===== src/rtl/ibus_frame_parser_scaler_macros.svh =====
// Assertion shorthands shared by the parser and the scaler.
`ifndef IBUS_FRAME_PARSER_SCALER_MACROS_SVH
`define IBUS_FRAME_PARSER_SCALER_MACROS_SVH

// Consequent must hold in the same cycle as the antecedent.
`define IBFPS_ASSERT_NOW(label, clk, rst_n, ante, cons, msg) \
    label: assert property (@(posedge clk) disable iff (!rst_n) (ante) |-> (cons)) \
        else $error(msg);

// Consequent must hold in the cycle after the antecedent.
`define IBFPS_ASSERT_NEXT(label, clk, rst_n, ante, cons, msg) \
    label: assert property (@(posedge clk) disable iff (!rst_n) (ante) |=> (cons)) \
        else $error(msg);

`endif


===== src/rtl/ibfps_pkg.sv =====
package ibfps_pkg;

    localparam int NUM_CHANNELS = 14;

    localparam int POS_W    = 5;
    localparam int CH_W     = 4;
    localparam int CFG_IDX_W = 2;

    localparam logic [POS_W-1:0] POS_PAY0   = 5'd2;
    localparam logic [POS_W-1:0] POS_CHK_LO = 5'd30;

    localparam logic [7:0] HDR0 = 8'h20;
    localparam logic [7:0] HDR1 = 8'h40;

    localparam logic [16:0] SUM_TARGET = 17'h0FFFF;

    localparam logic [15:0] RAW_LOW  = 16'd1000;
    localparam logic [15:0] RAW_HIGH = 16'd2000;
    localparam logic [9:0]  RAW_SPAN = 10'd1000;

    localparam logic [15:0] OUT_MIN_RST = 16'd0;
    localparam logic [15:0] OUT_MAX_RST = 16'd1000;

    localparam logic [CFG_IDX_W-1:0] REG_OUT_MIN = 2'd0;
    localparam logic [CFG_IDX_W-1:0] REG_OUT_MAX = 2'd1;

    // floor(n / 1000) == (n * RECIP_MULT) >> RECIP_SHIFT for every n below 2^27
    localparam int          RECIP_SHIFT = 37;
    localparam logic [27:0] RECIP_MULT  = 28'd137438954;
    // 1000 * 65535: lifts the signed product to a nonnegative value
    localparam logic [27:0] QUOT_BIAS   = 28'd65535000;

    typedef struct packed {
        logic byte_shift;
        logic word_shift;
    } cell_ctl_t;

endpackage


===== src/rtl/ibfps_cell.sv =====
module ibfps_cell (
    input  logic                 clk,
    input  ibfps_pkg::cell_ctl_t ctl,
    input  logic [7:0]           byte_in,
    input  logic [15:0]          word_in,
    output logic [15:0]          word
);

    logic [7:0] lo_reg;
    logic [7:0] hi_reg;
    logic [7:0] lo_next;
    logic [7:0] hi_next;

    always_comb
    begin
        lo_next = lo_reg;
        hi_next = hi_reg;
        if (ctl.byte_shift)
        begin
            // advance one byte toward the head of the chain
            lo_next = hi_reg;
            hi_next = byte_in;
        end
        else if (ctl.word_shift)
        begin
            lo_next = word_in[7:0];
            hi_next = word_in[15:8];
        end
    end

    always_ff @(posedge clk)
    begin
        lo_reg <= lo_next;
        hi_reg <= hi_next;
    end

    assign word = {hi_reg, lo_reg};

endmodule


===== src/rtl/ibfps_scale.sv =====
`include "ibus_frame_parser_scaler_macros.svh"

module ibfps_scale (
    input  logic        clk,
    input  logic        rst_n,
    input  logic        start,
    input  logic [15:0] raw,
    input  logic [15:0] out_min,
    input  logic [15:0] out_max,
    output logic        done,
    output logic [15:0] value
);

    localparam int DEPTH = 6;

    logic [DEPTH-1:0]   vld_reg;
    logic [9:0]         off_reg;
    logic [9:0]         off_next;
    logic signed [16:0] diff_reg;
    logic signed [16:0] diff_next;
    logic signed [27:0] prod_reg;
    logic signed [27:0] prod_next;
    logic [27:0]        biased;
    logic [26:0]        bias_reg;
    logic [40:0]        pl_reg;
    logic [40:0]        pl_next;
    logic [40:0]        ph_reg;
    logic [40:0]        ph_next;
    logic [54:0]        full;
    logic [15:0]        q_reg;
    logic [15:0]        val_reg;

    always_comb
    begin
        priority if (raw < ibfps_pkg::RAW_LOW)
            off_next = '0;
        else if (raw > ibfps_pkg::RAW_HIGH)
            off_next = ibfps_pkg::RAW_SPAN;
        else
            off_next = 10'(raw - ibfps_pkg::RAW_LOW);
        diff_next = $signed({1'b0, out_max}) - $signed({1'b0, out_min});
    end

    assign prod_next = $signed({18'b0, off_reg}) * $signed({{11{diff_reg[16]}}, diff_reg});
    assign biased    = 28'(prod_reg) + ibfps_pkg::QUOT_BIAS;
    assign pl_next   = {14'b0, bias_reg} * {27'b0, ibfps_pkg::RECIP_MULT[13:0]};
    assign ph_next   = {14'b0, bias_reg} * {27'b0, ibfps_pkg::RECIP_MULT[27:14]};
    assign full      = {ph_reg, 14'b0} + {14'b0, pl_reg};

    always_ff @(posedge clk or negedge rst_n)
    begin
        if (!rst_n)
            vld_reg <= '0;
        else
            vld_reg <= {vld_reg[DEPTH-2:0], start};
    end

    always_ff @(posedge clk)
    begin
        off_reg  <= off_next;
        diff_reg <= diff_next;
        prod_reg <= prod_next;
        bias_reg <= biased[26:0];
        pl_reg   <= pl_next;
        ph_reg   <= ph_next;
        q_reg    <= full[ibfps_pkg::RECIP_SHIFT +: 16];
        // drop the bias: quotient - 65535 is quotient + 1 modulo 2^16
        val_reg  <= out_min + q_reg + 16'd1;
    end

    assign done  = vld_reg[DEPTH-1];
    assign value = val_reg;

    `IBFPS_ASSERT_NOW(a_start_idle, clk, rst_n, start, vld_reg == '0,
        "scale started with a word in flight")
    `IBFPS_ASSERT_NOW(a_single_word, clk, rst_n, 1'b1, $onehot0(vld_reg),
        "more than one word in the scaler")
    `IBFPS_ASSERT_NOW(a_done_latency, clk, rst_n, done, $past(start, DEPTH),
        "scale result without matching start")

endmodule


===== src/rtl/ibus_frame_parser_scaler.sv =====
// Receive: one byte per cycle, in_ready high whenever no frame is being emitted.
// After the checksum byte of a good frame, in_ready drops and NUM_CHANNELS words follow;
// each goes from issue to out_valid through the 6-stage scaler, and the next
// channel issues the cycle after the previous one is taken. in_ready returns the cycle
// after the last channel is taken. Bad frames emit nothing and in_ready stays high.
// Reset (rst_n, async): parser hunts for header, out_min = 0, out_max = 1000.
`include "ibus_frame_parser_scaler_macros.svh"

module ibus_frame_parser_scaler #(
    parameter int NUM_CHANNELS = ibfps_pkg::NUM_CHANNELS
) (
    input  logic                              clk,
    input  logic                              rst_n,
    input  logic                              in_valid,
    output logic                              in_ready,
    input  logic [7:0]                        rx_byte,
    output logic                              out_valid,
    input  logic                              out_ready,
    output logic [ibfps_pkg::CH_W-1:0]        channel_index,
    output logic [15:0]                       channel_value,
    output logic                              last_channel,
    input  logic                              cfg_wr_en,
    input  logic [ibfps_pkg::CFG_IDX_W-1:0]   cfg_index,
    input  logic [15:0]                       cfg_data
);

    localparam logic [ibfps_pkg::POS_W-1:0] PAY_KEEP = ibfps_pkg::POS_W'(2 * NUM_CHANNELS);
    localparam logic [ibfps_pkg::CH_W-1:0]  CH_LAST  = ibfps_pkg::CH_W'(NUM_CHANNELS - 1);

    typedef enum logic [1:0] {
        ST_RECV = 2'b01,
        ST_EMIT = 2'b10
    } state_t;

    state_t                        state_reg;
    state_t                        state_next;
    logic [ibfps_pkg::POS_W-1:0]   pos_reg;
    logic [ibfps_pkg::POS_W-1:0]   pos_next;
    logic [ibfps_pkg::POS_W-1:0]   pay_idx;
    logic [15:0]                   sum_reg;
    logic [15:0]                   sum_next;
    logic [7:0]                    chk_lo_reg;
    logic [7:0]                    chk_lo_next;
    logic [ibfps_pkg::CH_W-1:0]    ch_cnt_reg;
    logic [ibfps_pkg::CH_W-1:0]    ch_cnt_next;
    logic                          busy_reg;
    logic                          busy_next;
    logic                          out_valid_reg;
    logic                          out_valid_next;
    logic [15:0]                   value_reg;
    logic [15:0]                   out_min_reg;
    logic [15:0]                   out_max_reg;

    logic                          in_acc;
    logic                          out_acc;
    logic                          start;
    logic                          is_last;
    logic [7:0]                    hdr_exp;
    logic                          sum_ok;
    logic                          scale_done;
    logic [15:0]                   scale_value;
    ibfps_pkg::cell_ctl_t          ctl;
    logic [15:0]                   word_w [NUM_CHANNELS];

    assign in_ready = (state_reg == ST_RECV);
    assign in_acc   = in_valid && in_ready;
    assign out_acc  = out_valid_reg && out_ready;
    assign start    = (state_reg == ST_EMIT) && !busy_reg;
    assign is_last  = (ch_cnt_reg == CH_LAST);
    assign pay_idx  = pos_reg - ibfps_pkg::POS_PAY0;
    assign hdr_exp  = (pos_reg == '0) ? ibfps_pkg::HDR0 : ibfps_pkg::HDR1;
    assign sum_ok   = ({1'b0, rx_byte, chk_lo_reg} + {1'b0, sum_reg}) == ibfps_pkg::SUM_TARGET;

    always_comb
    begin
        state_next     = state_reg;
        pos_next       = pos_reg;
        sum_next       = sum_reg;
        chk_lo_next    = chk_lo_reg;
        ch_cnt_next    = ch_cnt_reg;
        busy_next      = busy_reg;
        out_valid_next = out_valid_reg;
        ctl.byte_shift = 1'b0;
        ctl.word_shift = start;

        if (in_acc)
        begin
            priority if (pos_reg < ibfps_pkg::POS_PAY0)
            begin
                if (rx_byte == hdr_exp)
                begin
                    sum_next = sum_reg + {8'b0, rx_byte};
                    pos_next = pos_reg + 1'b1;
                end
                else
                begin
                    // restart the hunt; this byte is not retried as a header
                    sum_next = '0;
                    pos_next = '0;
                end
            end
            else if (pos_reg < ibfps_pkg::POS_CHK_LO)
            begin
                ctl.byte_shift = (pay_idx < PAY_KEEP);
                sum_next       = sum_reg + {8'b0, rx_byte};
                pos_next       = pos_reg + 1'b1;
            end
            else if (pos_reg == ibfps_pkg::POS_CHK_LO)
            begin
                chk_lo_next = rx_byte;
                pos_next    = pos_reg + 1'b1;
            end
            else
            begin
                sum_next = '0;
                pos_next = '0;
                if (sum_ok)
                begin
                    state_next  = ST_EMIT;
                    ch_cnt_next = '0;
                end
            end
        end

        if (start)
            busy_next = 1'b1;
        if (scale_done)
            out_valid_next = 1'b1;
        if (out_acc)
        begin
            out_valid_next = 1'b0;
            busy_next      = 1'b0;
            ch_cnt_next    = ch_cnt_reg + 1'b1;
            if (is_last)
                state_next = ST_RECV;
        end
    end

    always_ff @(posedge clk or negedge rst_n)
    begin
        if (!rst_n)
        begin
            state_reg     <= ST_RECV;
            pos_reg       <= '0;
            sum_reg       <= '0;
            ch_cnt_reg    <= '0;
            busy_reg      <= 1'b0;
            out_valid_reg <= 1'b0;
            out_min_reg   <= ibfps_pkg::OUT_MIN_RST;
            out_max_reg   <= ibfps_pkg::OUT_MAX_RST;
        end
        else
        begin
            state_reg     <= state_next;
            pos_reg       <= pos_next;
            sum_reg       <= sum_next;
            ch_cnt_reg    <= ch_cnt_next;
            busy_reg      <= busy_next;
            out_valid_reg <= out_valid_next;
            if (cfg_wr_en)
            begin
                unique case (cfg_index)
                    ibfps_pkg::REG_OUT_MIN: out_min_reg <= cfg_data;
                    ibfps_pkg::REG_OUT_MAX: out_max_reg <= cfg_data;
                    default: ;
                endcase
            end
        end
    end

    always_ff @(posedge clk)
    begin
        chk_lo_reg <= chk_lo_next;
        if (scale_done)
            value_reg <= scale_value;
    end

    // payload chain: bytes enter at the tail, words leave at the head
    for (genvar i = 0; i < NUM_CHANNELS; i++)
    begin : g_cell
        logic [7:0]  byte_in;
        logic [15:0] word_in;
        if (i == NUM_CHANNELS - 1)
        begin : g_tail
            assign byte_in = rx_byte;
            assign word_in = '0;
        end
        else
        begin : g_mid
            assign byte_in = word_w[i+1][7:0];
            assign word_in = word_w[i+1];
        end
        ibfps_cell u_cell (
            .clk     (clk),
            .ctl     (ctl),
            .byte_in (byte_in),
            .word_in (word_in),
            .word    (word_w[i])
        );
    end

    ibfps_scale u_scale (
        .clk     (clk),
        .rst_n   (rst_n),
        .start   (start),
        .raw     (word_w[0]),
        .out_min (out_min_reg),
        .out_max (out_max_reg),
        .done    (scale_done),
        .value   (scale_value)
    );

    assign out_valid     = out_valid_reg;
    assign channel_index = ch_cnt_reg;
    assign channel_value = value_reg;
    assign last_channel  = is_last;

    `IBFPS_ASSERT_NOW(a_no_overlap, clk, rst_n, out_valid_reg, !in_ready,
        "result pending while taking input")
    `IBFPS_ASSERT_NEXT(a_back_to_recv, clk, rst_n, out_acc && is_last, in_ready,
        "parser did not resume after last channel")
    `IBFPS_ASSERT_NOW(a_index_range, clk, rst_n, out_valid_reg, ch_cnt_reg <= CH_LAST,
        "channel index past frame end")

endmodule

===== config.mk =====
export PLATFORM = sky130hd
export DESIGN_NAME = ibus_frame_parser_scaler
export DESIGN_NICKNAME = d
export VERILOG_FILES = /design/src/rtl/ibfps_pkg.sv /design/src/rtl/ibfps_cell.sv /design/src/rtl/ibfps_scale.sv /design/src/rtl/ibus_frame_parser_scaler.sv
export VERILOG_INCLUDE_DIRS = /design/src /design/src/rtl
export SDC_FILE = /design/constraint.sdc
export NUM_CORES = 2
export LEC_CHECK = 0
export BUFFER_PORTS_ARGS = -buffer_cell sky130_fd_sc_hd__buf_2
export CAP_MARGIN = 20
export CORE_MARGIN = 2
export CORE_UTILIZATION = 60
export CTS_BUF_LIST = sky130_fd_sc_hd__clkbuf_2 sky130_fd_sc_hd__clkbuf_4 sky130_fd_sc_hd__clkbuf_8
export DETAILED_ROUTE_END_ITERATION = 8
export GPL_TIMING_DRIVEN = 0
export PLACE_DENSITY = 0.84
export SETUP_SLACK_MARGIN = 0.3
export SLEW_MARGIN = 20
export SYNTH_ARGS = -nofsm -noshare
export SYNTH_HDL_FRONTEND = slang
export SYNTH_SLANG_ARGS = --single-unit

===== constraint.sdc =====
create_clock -name clk -period 11.1 [get_ports clk]
set_input_delay 0 -clock clk [delete_from_list [all_inputs] [get_ports clk]]
set_output_delay 0 -clock clk [all_outputs]
set_load 0.1 [all_outputs]

### Word-level counts from Yosys, hierarchy flattened

Cells that the tools add are included.

| operators by class | value |
|---|---|
| add/subtract/negate cells | 11 |
| multiply operators | 3 |
| order comparisons | 5 |
| equal/unequal tests | 11 |
| mux-type cells | 85 |
| bitwise operators | 2 |
| reduce and logical (&&, ||, !) cells | 17 |

Operators by type and width:

| cell | count |
|---|---|
| 8-bit 2-to-1 mux | 55 |
| 16-bit 2-to-1 mux | 4 |
| 53-bit by 41-bit adder with 53-bit output | 1 |
| 27-bit by 13-bit multiplier with 40-bit output, second input constant | 1 |
| 27-bit by 12-bit multiplier with 37-bit output, second input constant | 1 |
| 27-bit by 26-bit adder with 27-bit output, second input constant | 1 |
| 11-bit by 17-bit multiplier with 27-bit output | 1 |
| 4-bit 2-to-1 mux | 6 |
| 5-bit 2-to-1 mux | 4 |
| 16-bit by 16-bit adder with 17-bit output | 1 |
| 17-bit by 16-bit == test with 1-bit output, second input constant | 1 |
| 16-bit by 16-bit subtractor with 17-bit output | 1 |
| 16-bit by 1-bit adder with 16-bit output, second input constant | 1 |
| 16-bit adder | 1 |
| 16-bit by 8-bit adder with 16-bit output | 1 |
| 16-bit by 11-bit > comparator with 1-bit output, second input constant | 1 |
| 16-bit by 10-bit < comparator with 1-bit output, second input constant | 1 |
| 2-bit 2-to-1 mux | 7 |
| 5-bit < comparator, second input constant | 2 |
| 10-bit 2-to-1 mux | 1 |
| 2-bit nonzero test | 5 |
| 10-bit subtractor, second input constant | 1 |
| 8-bit by 7-bit == test with 1-bit output | 1 |
| 1-bit 2-to-1 mux | 7 |
| 20 further kinds | 28 |

| word-level totals | value |
|---|---|
| register bits after elaboration | 505 |
| bits of input ports | 31 |
| output and inout port bits | 23 |
| logic and storage cells | 182 |

### Logic depth before layout (Yosys ltp)

| depth | value |
|---|---|
| word-level depth | 9 |
| gate-level depth with buffers | 23 |
| mapped depth without buffers | 21 |

### Modules after synthesis

A second synthesis with hierarchy kept.

| unflattened totals | value |
|---|---|
| cell total of the unflattened synthesis | 3352 |
| area total of the unflattened synthesis | 37820.0 µm² |

Modules (own cells, without submodules):

| module | instances | cells an instance | area each (µm²) |
|---|---|---|---|
| ibfps_scale | 1 | 2425 | 22796.9 |
| ibfps_cell | 14 | 35 | 732.0 |
| ibus_frame_parser_scaler | 1 | 437 | 4775.8 |

### Least setup slack after synthesis

OpenSTA, ideal clock, no wires.

| timing | value |
|---|---|
| path kind | register to register |
| start | reg state_reg[0] |
| end | reg g_cell[0].u_cell.hi_reg[0] (enable) |
| arrival time | 5.997 ns |
| data required time | 10.608 ns |
| slack | 4.611 ns |
| cell stages (with the launch flop) | 8 |
| period minus slack after synthesis | 6.489 ns |
| cell sequence | dfstp_2 > inv_2 > nor2_1 > nand2_1 > a2111oi_4 > buf_2 > buf_2 > or2_2 |

| on the way | value |
|---|---|
| cells in the longest elaborated chain, start to end | 4 |
| elaborated cells between the ends (all ways) | 6 |
| those cells by class | eq/ne (2); mux (1); reduce/logical (3) |

RTL lines:

| element | RTL line | source |
|---|---|---|
| from (decl) | ibus_frame_parser_scaler.sv:35 | `state_t state_reg;` |
| from (signal assigned) | ibus_frame_parser_scaler.sv:154 | `state_reg <= state_next;` |
| 2-bit by 1-bit == test with 1-bit output | ibus_frame_parser_scaler.sv:65 | `assign in_ready = (state_reg == ST_RECV);` |
| net in_ready | ibus_frame_parser_scaler.sv:15 | `output logic in_ready,` |
| 1-bit logical AND | ibus_frame_parser_scaler.sv:66 | `assign in_acc = in_valid && in_ready;` |
| 1-bit 2-to-1 mux | ibus_frame_parser_scaler.sv:86 | `if (in_acc)` |
| 2-bit nonzero test (no line) | n/a |  |
| to (signal assigned) | ibfps_cell.sv:34 | `hi_reg <= hi_next;` |
| to (decl) | ibfps_cell.sv:10 | `logic [7:0] hi_reg;` |

The timed path passes the listed nets, and every way through them passes these cells.
A chain may end at the register's enable or synchronous reset.

### Worst setup path after layout

| timing | value |
|---|---|
| start | reg u_scale.off_reg[2] |
| end | reg u_scale.prod_reg[24] |

| on the way | value |
|---|---|
| cells in the longest elaborated chain, start to end | 1 |

RTL lines:

| element | RTL line | source |
|---|---|---|
| from (decl) | ibfps_scale.sv:17 | `logic [9:0] off_reg;` |
| from (signal assigned) | ibfps_scale.sv:60 | `off_reg <= off_next;` |
| 11-bit by 17-bit multiplier with 27-bit output | ibfps_scale.sv:44 | `assign prod_next = $signed({18'b0, off_reg}) * $signed({{11{diff_reg[16]}}, diff_reg});` |
| net u_scale.prod_next[24] | ibfps_scale.sv:22 | `logic signed [27:0] prod_next;` |
| to (signal assigned) | ibfps_scale.sv:62 | `prod_reg <= prod_next;` |
| to (decl) | ibfps_scale.sv:21 | `logic signed [27:0] prod_reg;` |

The timed path passes the listed nets, and every way through them passes these cells.

==> results_dict.tcl <==
set metrics [dict create \
    status "finished clean" \
    power.density_nw_per_um2 104 \
    start_util 0.606 \
    finalSetupTns_ns 0 \
    avgSynthCellArea_um2 11.1 \
    rrSetupSlack_ns 4.80 \
    criticalPathCategory "flop to flop" \
    seq_area_frac_synth 0.347 \
    grt_overflow 0 \
    hold_slack_ns 0.0765 \
    grt_pass1_vias 25100 \
    synthTopCellsByArea "edfxtp_1, fa_1, ha_1" \
    drive_above_1_share 0.129 \
    drtIter0Drc 1307 \
    drc 0 \
    ant_nets 0 \
    path_buf_inv 5 \
    h-tree-depth 3 \
    cts.clk_slew.worst_paths_ns 0.06 \
    numCtsBuffers 81 \
    instances_no_fill 4310 \
    rsz0062_at_grt "no" \
    worstPathRequired_ns 11.65 \
    ir_drop_v 0.000118 \
    antenna_found_initial 11 \
    vias_per_cell 5.50 \
    routabilityCongestion 0.915 \
    post-route-min-period_ns 6.30 \
    wl_per_cell_um 17.2 \
    fin_worst_skew_ns 0.0327 \
    synthFlopType "edfxtp_1" \
    crit_top_cell "fa_1" \
    timing.final.crit_share 0.568 \
    post-cts-setup-buffer-count 0 \
    syn_area_um2 36400 \
    regArea_um2 12600 \
    track_usage 0.245 \
    rows 90 \
    synthTopCellsByCount "inv_1, ha_1, fa_1" \
    hold_path_class "primary input to flop" \
    multi_input_area_um2 21100 \
    worst_slew_pin_slew_ns 1.10 \
    cp-start-kind "flop" \
    crit_slowest_cell "fa_1" \
    synth_top_area_frac 0.204 \
    cts_buffer_depth 3 \
    routed_wl_mm 74.0 \
    die_y_um 250 \
    cp_top_family "adder cells" \
    cts.sinks 490 \
    cp.arrival_ns 6.85 \
    syn_to_final_growth_pct 9.87 \
    firstDrtPassIters 7 \
    syn_nets 4042 \
    post_cts_resized 0 \
    crit_fanout 10 \
    fmax_mhz 159 \
    hold_violations 0 \
    yosysMostFrequentCell "inv_1" \
    maxCapViolations 0 \
    vias 23700 \
    die-area_um2 62700 \
    numPortBuffers 53 \
    die_w_um 250 \
    cpPeakStageDelay_ns 0.54 \
    top_layer_used "met5" \
    dp_cells 4113 \
    final-setup-viol-count 0 \
    synth-seq-cells 490 \
    postSynthCellCount 3273 \
    synth_top_area_cell "edfxtp_1" \
    met3WireLength_mm 4.92 \
    cts_tree "done" \
    grt_max_degree 58 \
    holdBufCountCts 47 \
    slew_violations 0 \
    slew-limit-headroom 0.268 \
    critPathCaptureType "flop" \
    drt-met1-wl_mm 30.3 \
    ys.warnings.count 0 \
    async_flop_share 0.137 \
    pin_count 54 \
    crit_chain "clkbuf_1 > clkbuf_1 > nand2_1 > fa_1 > fa_1 > inv_1 > fa_1 > fa_1 > inv_1 > fa_1 > inv_1 > ha_1 > nand4_1 > o31ai_2 > a211oi_1 > a211oi_2 > and2_1 > o21ai_1 > a221oi_1" \
    clk_latency_ns 0.69 \
    cts-root-buf "clkbuf_8" \
    fin_nets 4230 \
    ys_types 88 \
    p_leak_nw 18.7 \
    core_area_um2 60100 \
    fill_cells 4258 \
    synth_edf_count 248 \
    hpwlAfterDp_mm 57.1 \
    wl_met2_mm 36.9 \
    grt_pass1_wl_mm 123 \
]
worst register-to-register path, cell delays in order, from the launching register on:
cell and delay (ns):
dfxtp_1 0.30, clkbuf_1 0.41, clkbuf_1 0.48, nand2_1 0.17, fa_1 0.54, fa_1 0.51, inv_1 0.07, fa_1 0.50
fa_1 0.49, inv_1 0.05, fa_1 0.52, inv_1 0.04, ha_1 0.36, nand4_1 0.17, o31ai_2 0.48, a211oi_1 0.17
a211oi_2 0.35, and2_1 0.20, o21ai_1 0.07, a221oi_1 0.30
path summary, 6_finish.rpt:
path	from	cells after the start	end
hold reg to reg	u_scale.prod_reg[2]	0	u_scale.bias_reg[2]
hold / removal	cfg_index[0]	5	out_min_reg[2]
max in group asynchronous	rst_n	4	out_max_reg[3]
setup / recovery	u_scale.off_reg[2]	19	u_scale.prod_reg[24]
setup reg to reg	u_scale.off_reg[2]	19	u_scale.prod_reg[24]
min in group asynchronous	rst_n	3	channel_index[2]
per-layer routing:
| metal | global-route usage | up-vias |
|---|---|---|
| li1 | - | 11200 |
| met3 | 0.0575 | 171 |
| met4 | 0.0772 | 10 |
| met2 | 0.427 | 682 |
| met5 | 0 | - |
| met1 | 0.301 | 11600 |
through the flow:
step	power, mW	setup slack [ns]	instance area [um^2]	util
global placement	2.46	4.58	37700	0.626
detailed placement	2.48	4.88	37800	0.629
CTS	4.18	4.86	40000	0.665
global route	4.32	4.51	40000	0.666
floorplan	2.31	4.61	36400	-
finish	4.16	4.80	40000	0.666
final cells by class:
| type | instances | area share |
|---|---|---|
| Clock inverter | 20 | 0.00557 |
| Multi-Input combinational cell | 2071 | 0.527 |
| Buffer | 65 | 0.00703 |
| Sequential cell | 490 | 0.316 |
| Antenna cell | 4 | 0.000250 |
| Tap cell | 782 | 0.0244 |
| Clock buffer | 126 | 0.0379 |
| Inverter | 647 | 0.0607 |
| Timing Repair Buffer | 105 | 0.0215 |
power breakdown:
group	total [mW]	switching, mW	internal [mW]
Clock	1.68	0.733	0.950
Sequential	2.03	0.0560	1.98
Combinational	0.443	0.291	0.152
cell usage in the layout (no fill, tap or decap), types with 9 or more instances in the layout:
| cell type | Yosys | final |
|---|---|---|
| fa_1 | 338 | 338 |
| o211ai_1 | 10 | 10 |
| nand2_1 | 195 | 195 |
| nor4_1 | 9 | 9 |
| and3_1 | 19 | 19 |
| clkbuf_4 | 0 | 35 |
| dfrtp_1 | 60 | 60 |
| dfxtp_1 | 175 | 175 |
| nor2b_1 | 14 | 14 |
| ha_1 | 400 | 400 |
| xor2_1 | 56 | 56 |
| mux2_1 | 30 | 30 |
| mux2_2 | 194 | 194 |
| a21o_1 | 36 | 36 |
| xnor2_1 | 96 | 96 |
| nor3_1 | 43 | 43 |
| nor2_1 | 91 | 91 |
| o21a_1 | 18 | 18 |
| a21oi_1 | 97 | 97 |
| nand2b_1 | 15 | 15 |
| o21bai_1 | 16 | 16 |
| clkbuf_8 | 0 | 91 |
| inv_1 | 646 | 646 |
| o21ai_0 | 77 | 77 |
| dlygate4sd3_1 | 0 | 47 |
| nand4_1 | 19 | 19 |
| clkbuf_1 | 40 | 40 |
| buf_2 | 24 | 76 |
| or3_1 | 12 | 12 |
| edfxtp_1 | 248 | 248 |
| a211oi_1 | 16 | 16 |
| and2_1 | 100 | 100 |
| nand3_1 | 37 | 37 |
kinds of logic after synthesis:
logic type / count (synthesis) / share of synthesized area
multiplexers: 226 / 0.0698
AND/OR/NAND/NOR: 592 / 0.0807
adder cells (fa/ha/maj): 738 / 0.323
AO/OA/AOI/OAI: 363 / 0.0684
XOR/XNOR: 152 / 0.0365
flip-flops: 490 / 0.347
buffers and inverters: 712 / 0.0744
Note: power is estimated with default switching activity, not from simulation.
